### config.mk
export PLATFORM = sky130hd
export DESIGN_NAME = temp_to_fan_duty_curve
export DESIGN_NICKNAME = d
export VERILOG_FILES = /design/src/rtl/core/tfdc_pkg.sv /design/src/rtl/core/temp_to_fan_duty_curve.sv /design/src/rtl/core/tfdc_front.sv /design/src/rtl/core/tfdc_queue.sv /design/src/rtl/core/tfdc_back.sv
export SDC_FILE = /design/constraint.sdc
export NUM_CORES = 2
export LEC_CHECK = 0
export BUFFER_PORTS_ARGS = -buffer_cell sky130_fd_sc_hd__buf_2
export CORE_MARGIN = 1.5
export CORE_UTILIZATION = 62
export DETAILED_ROUTE_END_ITERATION = 8
export GPL_TIMING_DRIVEN = 0
export PLACE_DENSITY = 0.78
export SYNTH_ARGS = -nofsm -noshare
export SYNTH_HDL_FRONTEND = slang
export SYNTH_HIERARCHICAL = 1
export SYNTH_SLANG_ARGS = --single-unit
### constraint.sdc
create_clock -name clock -period 31 [get_ports clock]
set_input_delay 4.65 -clock clock [delete_from_list [all_inputs] [get_ports clock]]
set_output_delay 4.65 -clock clock [all_outputs]
set_load 0.05 [all_outputs]
### src/rtl/core/tfdc_pkg.sv
package tfdc_pkg;

   localparam int DUTY_W     = 7;
   localparam int SEG_OUT_W  = 4;
   localparam int FIELD_W    = 16;
   localparam int QUOT_W     = 7;
   localparam int PROD_W     = 14;
   localparam int SCALED_W   = 27;

   localparam logic FUNC_WRITE   = 1'b0;
   localparam logic FUNC_CONVERT = 1'b1;

   localparam logic MODE_STEPPED = 1'b0;
   localparam logic MODE_INTERP  = 1'b1;

   localparam logic [DUTY_W-1:0] DUTY_ZERO = 7'd0;
   localparam logic [DUTY_W-1:0] DUTY_FULL = 7'd100;

   // x / 100 == (x * 5243) >> 19 for every x below 10000
   localparam logic [SCALED_W-1:0] RECIP_100   = 27'd5243;
   localparam int                  RECIP_SHIFT = 19;

   localparam int QUEUE_DEPTH = 4;

   typedef struct packed {
      logic                  func;
      logic [3:0]            bp_index;
      logic [FIELD_W-1:0]    bp_value;
      logic [FIELD_W-1:0]    temperature;
   } req_type;

   typedef struct packed {
      logic [DUTY_W-1:0]     duty_percent;
      logic [SEG_OUT_W-1:0]  segment;
   } rsp_type;

   // per-convert control carried from front to back
   typedef struct packed {
      logic                  interp;
      logic [DUTY_W-1:0]     direct_duty;
      logic [DUTY_W-1:0]     lo_dc;
      logic [DUTY_W-1:0]     dc_diff;
      logic [SEG_OUT_W-1:0]  segment;
   } ctx_type;

endpackage

### src/rtl/core/temp_to_fan_duty_curve.sv
// Temperature to fan duty curve. A req beat with func set to write stores one
// breakpoint temperature (indexes past the table are dropped); a convert beat
// returns one rsp beat with the duty in percent and the segment, in order. The
// csr port selects stepped tens (0) or linear interpolation (1, the reset
// value). One beat is taken per clock while the queue has room: the front does
// the table compare and priority encode in the accept cycle, a four-entry queue
// decouples it from the back pipeline, and the back runs one quotient bit per
// stage. A stalled rsp beat freezes the whole back pipeline until it leaves.
// Writes take effect for every convert accepted after them. The table resets
// to all zero.
module temp_to_fan_duty_curve #(
   parameter int TEMP_BITS       = 16,
   parameter int NUM_BREAKPOINTS = 11
) (
   input  logic              clock,
   input  logic              reset,
   input  logic              req_valid,
   output logic              req_ready,
   input  tfdc_pkg::req_type req_data,
   output logic              rsp_valid,
   input  logic              rsp_ready,
   output tfdc_pkg::rsp_type rsp_data,
   input  logic              csr_valid,
   output logic              csr_ready,
   input  logic              csr_data
);

   localparam int CTX_W  = $bits(tfdc_pkg::ctx_type);
   localparam int DATA_W = CTX_W + 3 * TEMP_BITS;

   logic                 fq_valid, fq_ready;
   tfdc_pkg::ctx_type    fq_ctx;
   logic [TEMP_BITS-1:0] fq_temp, fq_lo, fq_hi;

   logic                 qb_valid, qb_ready;
   logic [DATA_W-1:0]    qb_data;
   tfdc_pkg::ctx_type    qb_ctx;
   logic [TEMP_BITS-1:0] qb_temp, qb_lo, qb_hi;

   tfdc_front #(
      .TEMP_BITS       (TEMP_BITS),
      .NUM_BREAKPOINTS (NUM_BREAKPOINTS)
   ) u_front (
      .clock     (clock),
      .reset     (reset),
      .req_valid (req_valid),
      .req_ready (req_ready),
      .req_data  (req_data),
      .csr_valid (csr_valid),
      .csr_ready (csr_ready),
      .csr_data  (csr_data),
      .q_valid   (fq_valid),
      .q_ready   (fq_ready),
      .q_ctx     (fq_ctx),
      .q_temp    (fq_temp),
      .q_lo      (fq_lo),
      .q_hi      (fq_hi)
   );

   tfdc_queue #(
      .DATA_W (DATA_W),
      .DEPTH  (tfdc_pkg::QUEUE_DEPTH)
   ) u_queue (
      .clock     (clock),
      .reset     (reset),
      .in_valid  (fq_valid),
      .in_ready  (fq_ready),
      .in_data   ({fq_ctx, fq_temp, fq_lo, fq_hi}),
      .out_valid (qb_valid),
      .out_ready (qb_ready),
      .out_data  (qb_data)
   );

   assign {qb_ctx, qb_temp, qb_lo, qb_hi} = qb_data;

   tfdc_back #(
      .TEMP_BITS (TEMP_BITS)
   ) u_back (
      .clock     (clock),
      .reset     (reset),
      .in_valid  (qb_valid),
      .in_ready  (qb_ready),
      .in_ctx    (qb_ctx),
      .in_temp   (qb_temp),
      .in_lo     (qb_lo),
      .in_hi     (qb_hi),
      .rsp_valid (rsp_valid),
      .rsp_ready (rsp_ready),
      .rsp_data  (rsp_data)
   );

endmodule

### src/rtl/core/tfdc_front.sv
module tfdc_front #(
   parameter int TEMP_BITS       = 16,
   parameter int NUM_BREAKPOINTS = 11
) (
   input  logic                   clock,
   input  logic                   reset,
   input  logic                   req_valid,
   output logic                   req_ready,
   input  tfdc_pkg::req_type      req_data,
   input  logic                   csr_valid,
   output logic                   csr_ready,
   input  logic                   csr_data,
   output logic                   q_valid,
   input  logic                   q_ready,
   output tfdc_pkg::ctx_type      q_ctx,
   output logic [TEMP_BITS-1:0]   q_temp,
   output logic [TEMP_BITS-1:0]   q_lo,
   output logic [TEMP_BITS-1:0]   q_hi
);

   localparam int IDX_W = (NUM_BREAKPOINTS > 1) ? $clog2(NUM_BREAKPOINTS) : 1;
   localparam int SEG_W = $clog2(NUM_BREAKPOINTS + 1);

   logic [TEMP_BITS-1:0]        table_ff [NUM_BREAKPOINTS];
   logic                        mode_ff;
   logic [tfdc_pkg::DUTY_W-1:0] duty_tab [NUM_BREAKPOINTS];

   logic                        accept;
   logic                        wr_en;
   logic [IDX_W-1:0]            wr_idx;
   logic [TEMP_BITS-1:0]        wr_val;
   logic [TEMP_BITS-1:0]        temp;
   logic [NUM_BREAKPOINTS-1:0]  lt;
   logic [SEG_W-1:0]            seg;
   logic [IDX_W-1:0]            step_idx;
   logic                        interior;
   logic [IDX_W-1:0]            lo_idx;
   logic [IDX_W-1:0]            hi_idx;

   for (genvar k = 0; k < NUM_BREAKPOINTS; k++) begin : g_duty
      localparam int DutyK = (k * 100) / (NUM_BREAKPOINTS - 1);
      assign duty_tab[k] = tfdc_pkg::DUTY_W'(DutyK);
   end

   assign req_ready = q_ready;
   assign csr_ready = 1'b1;
   assign accept    = req_valid && req_ready;

   assign wr_en  = accept && (req_data.func == tfdc_pkg::FUNC_WRITE) &&
                   (6'(req_data.bp_index) < 6'(NUM_BREAKPOINTS));
   assign wr_idx = IDX_W'(req_data.bp_index);
   assign wr_val = TEMP_BITS'(req_data.bp_value);
   assign temp   = TEMP_BITS'(req_data.temperature);

   always_ff @(posedge clock) begin
      if (reset) begin
         mode_ff <= tfdc_pkg::MODE_INTERP;
      end else if (csr_valid && csr_ready) begin
         mode_ff <= csr_data;
      end
   end

   for (genvar i = 0; i < NUM_BREAKPOINTS; i++) begin : g_tab
      always_ff @(posedge clock) begin
         if (reset) begin
            table_ff[i] <= '0;
         end else if (wr_en && (wr_idx == IDX_W'(i))) begin
            table_ff[i] <= wr_val;
         end
      end
      assign lt[i] = temp < table_ff[i];
   end

   // priority encode: first breakpoint above the temperature
   always_comb begin
      seg      = SEG_W'(NUM_BREAKPOINTS);
      step_idx = IDX_W'(NUM_BREAKPOINTS - 1);
      for (int i = NUM_BREAKPOINTS - 1; i >= 0; i--) begin
         if (lt[i]) begin
            seg = SEG_W'(i);
         end
      end
      // stepped mode skips breakpoint 0
      for (int i = NUM_BREAKPOINTS - 1; i >= 1; i--) begin
         if (lt[i]) begin
            step_idx = IDX_W'(i - 1);
         end
      end
   end

   assign interior = (seg != '0) && (seg != SEG_W'(NUM_BREAKPOINTS));
   assign lo_idx   = interior ? IDX_W'(seg - 1'b1) : '0;
   assign hi_idx   = interior ? IDX_W'(seg) : '0;

   always_comb begin
      q_ctx         = '0;
      q_ctx.segment = tfdc_pkg::SEG_OUT_W'(seg);
      q_ctx.lo_dc   = duty_tab[lo_idx];
      q_ctx.dc_diff = duty_tab[hi_idx] - duty_tab[lo_idx];
      q_ctx.interp  = 1'b0;
      if (mode_ff == tfdc_pkg::MODE_STEPPED) begin
         q_ctx.direct_duty = duty_tab[step_idx];
      end else if (seg == '0) begin
         q_ctx.direct_duty = tfdc_pkg::DUTY_ZERO;
      end else if (!interior) begin
         q_ctx.direct_duty = tfdc_pkg::DUTY_FULL;
      end else begin
         q_ctx.direct_duty = tfdc_pkg::DUTY_ZERO;
         q_ctx.interp      = 1'b1;
      end
   end

   assign q_valid = req_valid && (req_data.func == tfdc_pkg::FUNC_CONVERT);
   assign q_temp  = temp;
   assign q_lo    = table_ff[lo_idx];
   assign q_hi    = table_ff[hi_idx];

endmodule

### src/rtl/core/tfdc_queue.sv
module tfdc_queue #(
   parameter int DATA_W = 8,
   parameter int DEPTH  = 4
) (
   input  logic              clock,
   input  logic              reset,
   input  logic              in_valid,
   output logic              in_ready,
   input  logic [DATA_W-1:0] in_data,
   output logic              out_valid,
   input  logic              out_ready,
   output logic [DATA_W-1:0] out_data
);

   localparam int PTR_W = (DEPTH > 1) ? $clog2(DEPTH) : 1;
   localparam int CNT_W = $clog2(DEPTH + 1);

   logic [DATA_W-1:0] mem_ff [DEPTH];
   logic [PTR_W-1:0]  wr_ptr_ff, wr_ptr_in;
   logic [PTR_W-1:0]  rd_ptr_ff, rd_ptr_in;
   logic [CNT_W-1:0]  count_ff, count_in;
   logic              push, pop;

   assign in_ready  = count_ff != CNT_W'(DEPTH);
   assign out_valid = count_ff != '0;
   assign out_data  = mem_ff[rd_ptr_ff];
   assign push      = in_valid && in_ready;
   assign pop       = out_valid && out_ready;

   always_comb begin
      wr_ptr_in = wr_ptr_ff;
      rd_ptr_in = rd_ptr_ff;
      count_in  = count_ff;
      if (push) begin
         wr_ptr_in = (wr_ptr_ff == PTR_W'(DEPTH - 1)) ? '0 : wr_ptr_ff + 1'b1;
      end
      if (pop) begin
         rd_ptr_in = (rd_ptr_ff == PTR_W'(DEPTH - 1)) ? '0 : rd_ptr_ff + 1'b1;
      end
      if (push && !pop) begin
         count_in = count_ff + 1'b1;
      end else if (pop && !push) begin
         count_in = count_ff - 1'b1;
      end
   end

   always_ff @(posedge clock) begin
      if (reset) begin
         wr_ptr_ff <= '0;
         rd_ptr_ff <= '0;
         count_ff  <= '0;
      end else begin
         wr_ptr_ff <= wr_ptr_in;
         rd_ptr_ff <= rd_ptr_in;
         count_ff  <= count_in;
      end
   end

   always_ff @(posedge clock) begin
      if (push) begin
         mem_ff[wr_ptr_ff] <= in_data;
      end
   end

endmodule

### src/rtl/core/tfdc_back.sv
module tfdc_back #(
   parameter int TEMP_BITS = 16
) (
   input  logic                 clock,
   input  logic                 reset,
   input  logic                 in_valid,
   output logic                 in_ready,
   input  tfdc_pkg::ctx_type    in_ctx,
   input  logic [TEMP_BITS-1:0] in_temp,
   input  logic [TEMP_BITS-1:0] in_lo,
   input  logic [TEMP_BITS-1:0] in_hi,
   output logic                 rsp_valid,
   input  logic                 rsp_ready,
   output tfdc_pkg::rsp_type    rsp_data
);

   localparam int QW    = tfdc_pkg::QUOT_W;
   localparam int NUM_W = TEMP_BITS + QW;

   logic advance;

   // operand stage
   logic                 s0_v_ff;
   tfdc_pkg::ctx_type    s0_ctx_ff;
   logic [TEMP_BITS-1:0] s0_diff_ff;
   logic [TEMP_BITS-1:0] s0_span_ff;

   // quotient stages, index 0 holds the scaled numerator
   logic [QW:0]          dv_ff;
   tfdc_pkg::ctx_type    dctx_ff [QW+1];
   logic [NUM_W-1:0]     drem_ff [QW+1];
   logic [TEMP_BITS-1:0] dden_ff [QW+1];
   logic [QW-1:0]        dq_ff   [QW+1];

   logic                          mul_v_ff;
   tfdc_pkg::ctx_type             mul_ctx_ff;
   logic [tfdc_pkg::PROD_W-1:0]   mul_prod_ff;

   logic                          sc_v_ff;
   tfdc_pkg::ctx_type             sc_ctx_ff;
   logic [tfdc_pkg::SCALED_W-1:0] scaled;
   logic [tfdc_pkg::DUTY_W-1:0]   sc_step_ff;

   logic                          rsp_valid_ff;
   tfdc_pkg::rsp_type             rsp_data_ff, rsp_data_in;
   logic [tfdc_pkg::DUTY_W:0]     sum;

   // whole pipe moves together when the output beat is free or leaving
   assign advance  = !rsp_valid_ff || rsp_ready;
   assign in_ready = advance;

   always_ff @(posedge clock) begin
      if (reset) begin
         s0_v_ff  <= 1'b0;
         dv_ff[0] <= 1'b0;
         mul_v_ff <= 1'b0;
         sc_v_ff  <= 1'b0;
         rsp_valid_ff <= 1'b0;
      end else if (advance) begin
         s0_v_ff  <= in_valid;
         dv_ff[0] <= s0_v_ff;
         mul_v_ff <= dv_ff[QW];
         sc_v_ff  <= mul_v_ff;
         rsp_valid_ff <= sc_v_ff;
      end
   end

   always_ff @(posedge clock) begin
      if (advance) begin
         s0_ctx_ff  <= in_ctx;
         s0_diff_ff <= in_temp - in_lo;
         s0_span_ff <= in_hi - in_lo;
         // diff * 100 as shifts and adds
         dctx_ff[0] <= s0_ctx_ff;
         drem_ff[0] <= (NUM_W'(s0_diff_ff) << 6) + (NUM_W'(s0_diff_ff) << 5) +
                       (NUM_W'(s0_diff_ff) << 2);
         dden_ff[0] <= s0_span_ff;
         dq_ff[0]   <= '0;
      end
   end

   // restoring division, one quotient bit per stage; quotient stays below 100 for interpolated beats
   for (genvar k = 0; k < QW; k++) begin : g_div
      localparam int Shift = QW - 1 - k;
      logic [NUM_W-1:0] trial;
      logic             take;

      assign trial = NUM_W'(dden_ff[k]) << Shift;
      assign take  = drem_ff[k] >= trial;

      always_ff @(posedge clock) begin
         if (reset) begin
            dv_ff[k+1] <= 1'b0;
         end else if (advance) begin
            dv_ff[k+1] <= dv_ff[k];
         end
      end

      always_ff @(posedge clock) begin
         if (advance) begin
            dctx_ff[k+1] <= dctx_ff[k];
            dden_ff[k+1] <= dden_ff[k];
            drem_ff[k+1] <= take ? drem_ff[k] - trial : drem_ff[k];
            dq_ff[k+1]   <= dq_ff[k] | (take ? (QW'(1) << Shift) : QW'(0));
         end
      end
   end

   assign scaled = tfdc_pkg::SCALED_W'(mul_prod_ff) * tfdc_pkg::RECIP_100;

   always_ff @(posedge clock) begin
      if (advance) begin
         mul_ctx_ff  <= dctx_ff[QW];
         mul_prod_ff <= tfdc_pkg::PROD_W'(dctx_ff[QW].dc_diff) *
                        tfdc_pkg::PROD_W'(dq_ff[QW]);
         sc_ctx_ff   <= mul_ctx_ff;
         sc_step_ff  <= tfdc_pkg::DUTY_W'(scaled >> tfdc_pkg::RECIP_SHIFT);
         rsp_data_ff <= rsp_data_in;
      end
   end

   assign sum = {1'b0, sc_ctx_ff.lo_dc} + {1'b0, sc_step_ff};

   always_comb begin
      rsp_data_in.segment = sc_ctx_ff.segment;
      if (!sc_ctx_ff.interp) begin
         rsp_data_in.duty_percent = sc_ctx_ff.direct_duty;
      end else if (sum > {1'b0, tfdc_pkg::DUTY_FULL}) begin
         rsp_data_in.duty_percent = tfdc_pkg::DUTY_FULL;
      end else begin
         rsp_data_in.duty_percent = sum[tfdc_pkg::DUTY_W-1:0];
      end
   end

   assign rsp_valid = rsp_valid_ff;
   assign rsp_data  = rsp_data_ff;

endmodule

---- Yosys cells after proc, flatten, opt, wreduce, memory -nomap -nowiden ----
Memories as Yosys holds them, arrays and structs flattened. A register that Yosys moved wholly into a read port is not among the register bits.
Index checks and enable logic that the tools add are counted.
operators by class
  $mul .................................... 2
  muxes and demuxes ....................... 107
  add/subtract/negate cells ............... 18
  bitwise logic cells ..................... 22
  reductions and logical operators ........ 29
  equality and inequality tests ........... 14
  $lt $le $gt $ge ......................... 23
operators by type and width
  kind                                                 number
  < comparator 16 bit                                  11
  two-way mux 16 bit                                   11
  two-way mux 23 bit                                   7
  two-way mux 7 bit                                    12
  two-way mux 4 bit                                    19
  OR 7 bit                                             7
  two-way mux 1 bit                                    44
  subtractor 16 bit                                    2
  multiplier 14 x 13 -> 26 bit, second input constant  1
  adder 22 x 21 -> 23 bit                              1
  adder 23 x 18 -> 23 bit                              1
  greater-or-equal comparator 23 x 16 -> 1 bit         1
  greater-or-equal comparator 23 x 17 -> 1 bit         1
  greater-or-equal comparator 23 x 18 -> 1 bit         1
  greater-or-equal comparator 23 x 19 -> 1 bit         1
  greater-or-equal comparator 23 x 20 -> 1 bit         1
  greater-or-equal comparator 23 x 21 -> 1 bit         1
  greater-or-equal comparator 23 x 22 -> 1 bit         1
  subtractor 23 x 16 -> 23 bit                         1
  subtractor 23 x 17 -> 23 bit                         1
  subtractor 23 x 18 -> 23 bit                         1
  subtractor 23 x 19 -> 23 bit                         1
  subtractor 23 x 20 -> 23 bit                         1
  subtractor 23 x 21 -> 23 bit                         1
  other kinds (32)                                     86
storage, ports and cells
  output and inout bits ................... 14
  register bits ........................... 148
  ROM bits ................................ 336
  memories ................................ 9
  bits in writable memories ............... 1,048
memory list
  memory            words  width  read ports  clocked after memory_dff  wr ports  RTL line          RTL
  u_queue.mem_ff    4      74     1           1                         1         tfdc_queue.sv:18  logic [DATA_W-1:0] mem_ff [DEPTH];
  u_back.dctx_ff    8      26     8           0                         8         tfdc_back.sv:30   tfdc_pkg::ctx_type dctx_ff [QW+1];
  u_back.drem_ff    8      23     7           0                         8         tfdc_back.sv:31   logic [NUM_W-1:0] drem_ff [QW+1];
  u_front.table_ff  11     16     13          0                         11        tfdc_front.sv:24  logic [TEMP_BITS-1:0] table_ff [NUM_BREAKPOINTS];
  u_back.dden_ff    8      16     7           0                         8         tfdc_back.sv:32   logic [TEMP_BITS-1:0] dden_ff [QW+1];
  (no name shown)   16     7      1           0                         0         tfdc_front.sv:98  q_ctx.lo_dc = duty_tab[lo_idx];
  3 more memories   n/a    n/a    n/a         n/a                       n/a       n/a

---- Logic depth before layout (Yosys ltp) ----
An unclocked memory read counts as a cell.
  depth in word-level cells ............... 21
  mapped depth ............................ 27
  mapped depth without buffers ............ 24

---- Modules after synthesis ----
The synthesis kept the hierarchy.
modules (own cells, without submodules)
  module      area each (µm²)  cells each  seq. area each (µm²)  times used
  tfdc_back   33,181.8         2,523       18,978.2              1
  tfdc_front  15,070.7         1,676       5,305.1               1
  tfdc_queue  11,131.9         434         9,068.7               1

---- Worst setup path after synthesis ----
OpenSTA, ideal clock, no wires.
  path kind ............................... input to register
  start point ............................. input rsp_ready
  end point ............................... register u_queue.count_ff[2]
  required time ........................... 30.930 ns
  stages .................................. 7
  slack ................................... 4.479 ns
  data arrival time ....................... 26.451 ns
  cell sequence ........................... nor2b_1 inv_1 clkbuf_1 o31ai_1 ha_1 or3_2 a21oi_1
on the way
  cells in the longest elaborated chain, start to end .. 5
  elaborated cells between the ends (all ways) .. 7
  those cells by class .................... 1 x mux; 6 x reduce/logical
ends and longest elaborated chain
  what                                                     RTL line                      RTL
  start, declared                                          temp_to_fan_duty_curve.sv:21  input logic rsp_ready,
  logical OR 1 bit (*)                                     tfdc_back.sv:49               assign advance = !rsp_valid_ff || rsp_ready;
  named net qb_ready                                       temp_to_fan_duty_curve.sv:35  logic qb_valid, qb_ready;
  logical AND 1 bit (*)                                    tfdc_queue.sv:28              assign pop = out_valid && out_ready;
  logical NOT 1 bit                                        tfdc_queue.sv:40              if (push && !pop) begin
  logical AND 1 bit                                        tfdc_queue.sv:40
  two-way mux 3 bit or nonzero test 2 bit (tied branches)  n/a
  end signal, assigned                                     tfdc_queue.sv:55              count_ff <= count_in;
  end, declared                                            tfdc_queue.sv:21              logic [CNT_W-1:0] count_ff, count_in;
The timed path passes the listed nets; every way through them passes the cells marked *.
A chain may end at the register's enable or synchronous reset.

==> summary.md <==
| Metric | Value |
|---|---|
| Vias in the first global route | `just under 40000` |
| Mapped Cells | `4633` |
| Arrival time at the worst endpoint | `roughly 13 ns` |
| Port bufs | `between 50 and 60` |
| Routability congestion estimate | `0.9796` |
| Post-CTS setup buffers | `0` |
| Num CTS Buffers | `~110` |
| Post-route ant nets | `0` |
| Tot GR Track Use | `0.3025` |
| Post-Syn Area per Cell | `about 13 sq um` |
| Critical path buffers and inverters | `7` |
| Root Buffer | `clkbuf_16` |
| TritonRoute pass-1 iters | `6` |
| Largest net degree at the start of global routing | `74` |
| Hold Path Depth | `0` |
| Final setup vio count | `0` |
| Initial antenna violation count | `4` |
| Storage cell area | `about 0.033 sq mm` |
| Fill cells | `~6600` |
| Die area | `about 0.098 sq mm` |
| I/O pin count | `57` |
| Final Hold Viols | `0` |
| Yosys warns | `6` |
| HPWL after detailed placement | `around 110000 microns` |
| Clock transition at the registers of the reported paths | `0.07 ns` |
| Row count | `between 100 and 150` |
| Max clock buf depth | `3` |
| Starting Density | `0.6250` |
| Worst-skew pair later-pin latency | `between 0.7 and 0.8 ns` |
| Proportion of layout cells with a drive suffix above 1 | `0.1045` |
| Fmax | `~83 MHz` |
| Nets | `about 5500` |
| Hold Path Origin | `u_back/dctx_ff[0][14]` |
| Crit share post-route | `0.3895` |
| Core Area | `around 0.095 sq mm` |
| CTS resizes | `0` |
| Vias post-DR | `around 38000` |
| RSZ-0062 raised after global routing | `no` |
| Wire length of the first global-routing pass | `around 220000 microns` |
| Remaining Overflow, GRT | `0` |
| First element of the critical path | `req_data[15]` |
| Min cycle time layout | `12.08 ns` |
| Crit path launch type | `input pin` |
| Post-synth EDFFs | `between 1000 and 1500` |
| Status | `finished, final reports clean` |
| Mapped Area | `0.05938 sq mm` |
| CTS sink cnt | `between 1000 and 1500` |
| CTS tree | `built` |
| Die width | `between 300 and 400 microns` |
| Share of the yosys chip area belonging to registers | `0.5616` |
| Post-CTS Hold Buffers | `0` |
| Max incr delay on CP | `between 1 and 1.5 ns` |
| Hold crit path type | `reg2reg` |
| Crit path kind | `in2reg` |
| Worst rel slew slack | `0.1061` |
| Routed wire length | `~150000 microns` |
| Slew @ Worst Pin | `between 1 and 1.5 ns` |
| Synth unique cells | `between 100 and 150` |
| Max-cap violation count | `0` |
| Vias per std cell | `a little over 6` |
| Multi-input gate area | `approximately 0.023 sq mm` |
| Die Ht | `about 310 microns` |
| Main synth FF type | `edfxtp_1` |
| FF+latch count, synth | `1118` |
| Synth async-reset ratio | `0` |
| DR WL/cell | `23.65 microns` |
| Area grow syn2layout | `10.39%` |
| Final Core Density | `0.6899` |
| Top delay family on crit path | `buffers and inverters` |
| Crit end category | `register` |
| Crit-path slowest cell | `o21bai_1` |
| Fin Setup TNS | `0 ns` |
| Highest net fanout along the worst path | `12` |
| Worst-case reg-to-reg path depth | `26` |
| Max-slew violation count | `0` |
| Htree depth | `3` |
| Remaining DRCs | `0` |
| Stages on worst setup path | `26` |
| Most common cell on crit path | `ha_1` |
| Critical Path RT | `31.48 ns` |
| Clock skew | `about 0.036 ns` |
| RR Startpoint | `u_front/table_ff[9][7]` |
| DRT iter0 DRCs | `around 3100` |
## layer usage
metal  track usage  share of wire  vias up
met2        0.5347           0.51     1255
met1        0.3642           0.38    18530
met3       0.03610          0.053      364
li1              -              -    17388
met5             0       0.000068        -
met4        0.1585          0.056        2
## kinds of logic (layout without fill, tap and decap cells)
logic type	Yosys count	count (layout)	share of synthesized area
flops	1118	1118	0.5616
mux	146	146	0.04130
buf+inv	658	944	0.04610
other cells	2	9	0.0001265
fa+ha+maj	586	586	0.1372
xor+xnor	155	155	0.02286
simple gates	1020	1020	0.08889
compound gates	948	948	0.1019
## final timing paths
path,end,slack [ns]
max,u_queue/mem_ff[3][58],18.92
min reg2reg,u_back/dctx_ff[0][40],0.41
max reg2reg,u_queue/mem_ff[3][58],22.93
min,u_back/dctx_ff[0][40],0.41
## metrics by stage
| stage | hold WS, ns | setup WS [ns] | instances | cell area (sq um) |
|---|---|---|---|---|
| 6_report | 0.4056 | 18.92 | 6191 | 65550 |
| 5_1_grt | 0.4177 | 18.73 | 6187 | 65540 |
| 4_1_cts | 0.4146 | 19.07 | 6186 | 65540 |
| 3_5_place_dp | 0.4045 | 18.45 | 5975 | 61800 |
| 3_3_place_gp | 0.4004 | -2.540 | 5955 | 61250 |
| 2_1_floorplan | 0.4003 | 4.479 | 4635 | 59390 |
## state kept, by name, summed over array words and instances, names as in the netlist, 3 cells and up, named ones only
name	count
u_back/s0_diff_ff	16
u_back/mul_ctx_ff	19
u_back/mul_prod_ff	14
u_queue/count_ff	3
u_back/s0_span_ff	16
u_back/rsp_data	11
u_back/drem_ff	148
u_back/sc_ctx_ff	15
u_back/dq_ff	28
u_back/dv_ff	8
u_back/sc_step_ff	7
u_back/dden_ff	112
u_back/dctx_ff	208
u_queue/mem_ff	296
u_back/s0_ctx_ff	26
u_back/rsp_data_in	4
u_front/table_ff	176
## Yosys cell counts, types with 11 or more instances
| library cell | n | area share |
|---|---|---|
| edfxtp_1 | 1096 | 0.55 |
| inv_1 | 499 | 0.032 |
| ha_1 | 477 | 0.10 |
| a21oi_1 | 284 | 0.024 |
| nand2_1 | 255 | 0.016 |
| and2_1 | 220 | 0.023 |
| o21ai_0 | 218 | 0.018 |
| nor2_1 | 202 | 0.013 |
| fa_1 | 109 | 0.037 |
| xnor2_1 | 103 | 0.015 |
| mux4_2 | 74 | 0.028 |
| nand3_1 | 70 | 0.0059 |
| clkbuf_1 | 69 | 0.0044 |
| a21o_1 | 64 | 0.0081 |
| a211oi_1 | 57 | 0.0072 |
| xor2_1 | 52 | 0.0077 |
| nor3_1 | 44 | 0.0037 |
| mux2i_1 | 43 | 0.0072 |
| nand4_1 | 42 | 0.0044 |
| nand2b_1 | 40 | 0.0042 |
| a211o_1 | 38 | 0.0056 |
| buf_2 | 37 | 0.0031 |
| o21a_1 | 35 | 0.0044 |
| o21ai_1 | 34 | 0.0029 |
| buf_4 | 32 | 0.0040 |
| nor2b_1 | 32 | 0.0034 |
| o22ai_1 | 32 | 0.0034 |
| a31oi_1 | 31 | 0.0033 |
| dfxtp_1 | 22 | 0.0074 |
| mux2_2 | 21 | 0.0040 |
| o211ai_1 | 17 | 0.0021 |
| o31ai_1 | 17 | 0.0021 |
| nor4_1 | 15 | 0.0016 |
| buf_6 | 13 | 0.0025 |
| o31a_1 | 13 | 0.0019 |
| or3_1 | 13 | 0.0014 |
| and3_1 | 12 | 0.0013 |
| or2_2 | 11 | 0.0012 |
## cell usage in the layout, fill, tap and decap left out, drive strengths merged, types with 64 or more instances in the layout
cell	Yosys	final
inv	503	506
nor2	206	206
mux4	74	74
o21ai	253	253
a21o	64	64
ha	477	477
fa	109	109
edfxtp	1096	1096
and2	221	221
nand3	70	70
nand2	258	258
clkbuf	70	202
buf	85	160
xnor2	103	103
a21oi	287	287
## layout make-up
class                      count  area share
buffer                       155     0.01298
inverter                     503     0.02884
multi-input combinational   2859      0.3568
tap                         1265     0.02414
antenna                        5   0.0001909
clock buffer                 132     0.04487
clock inverter                79     0.01223
timing repair buffer          75     0.01115
sequential                  1118      0.5088
Power is left out: the tool's default activity adds up to more than one toggle a clock period on the data nets, which glitch-free logic cannot reach.
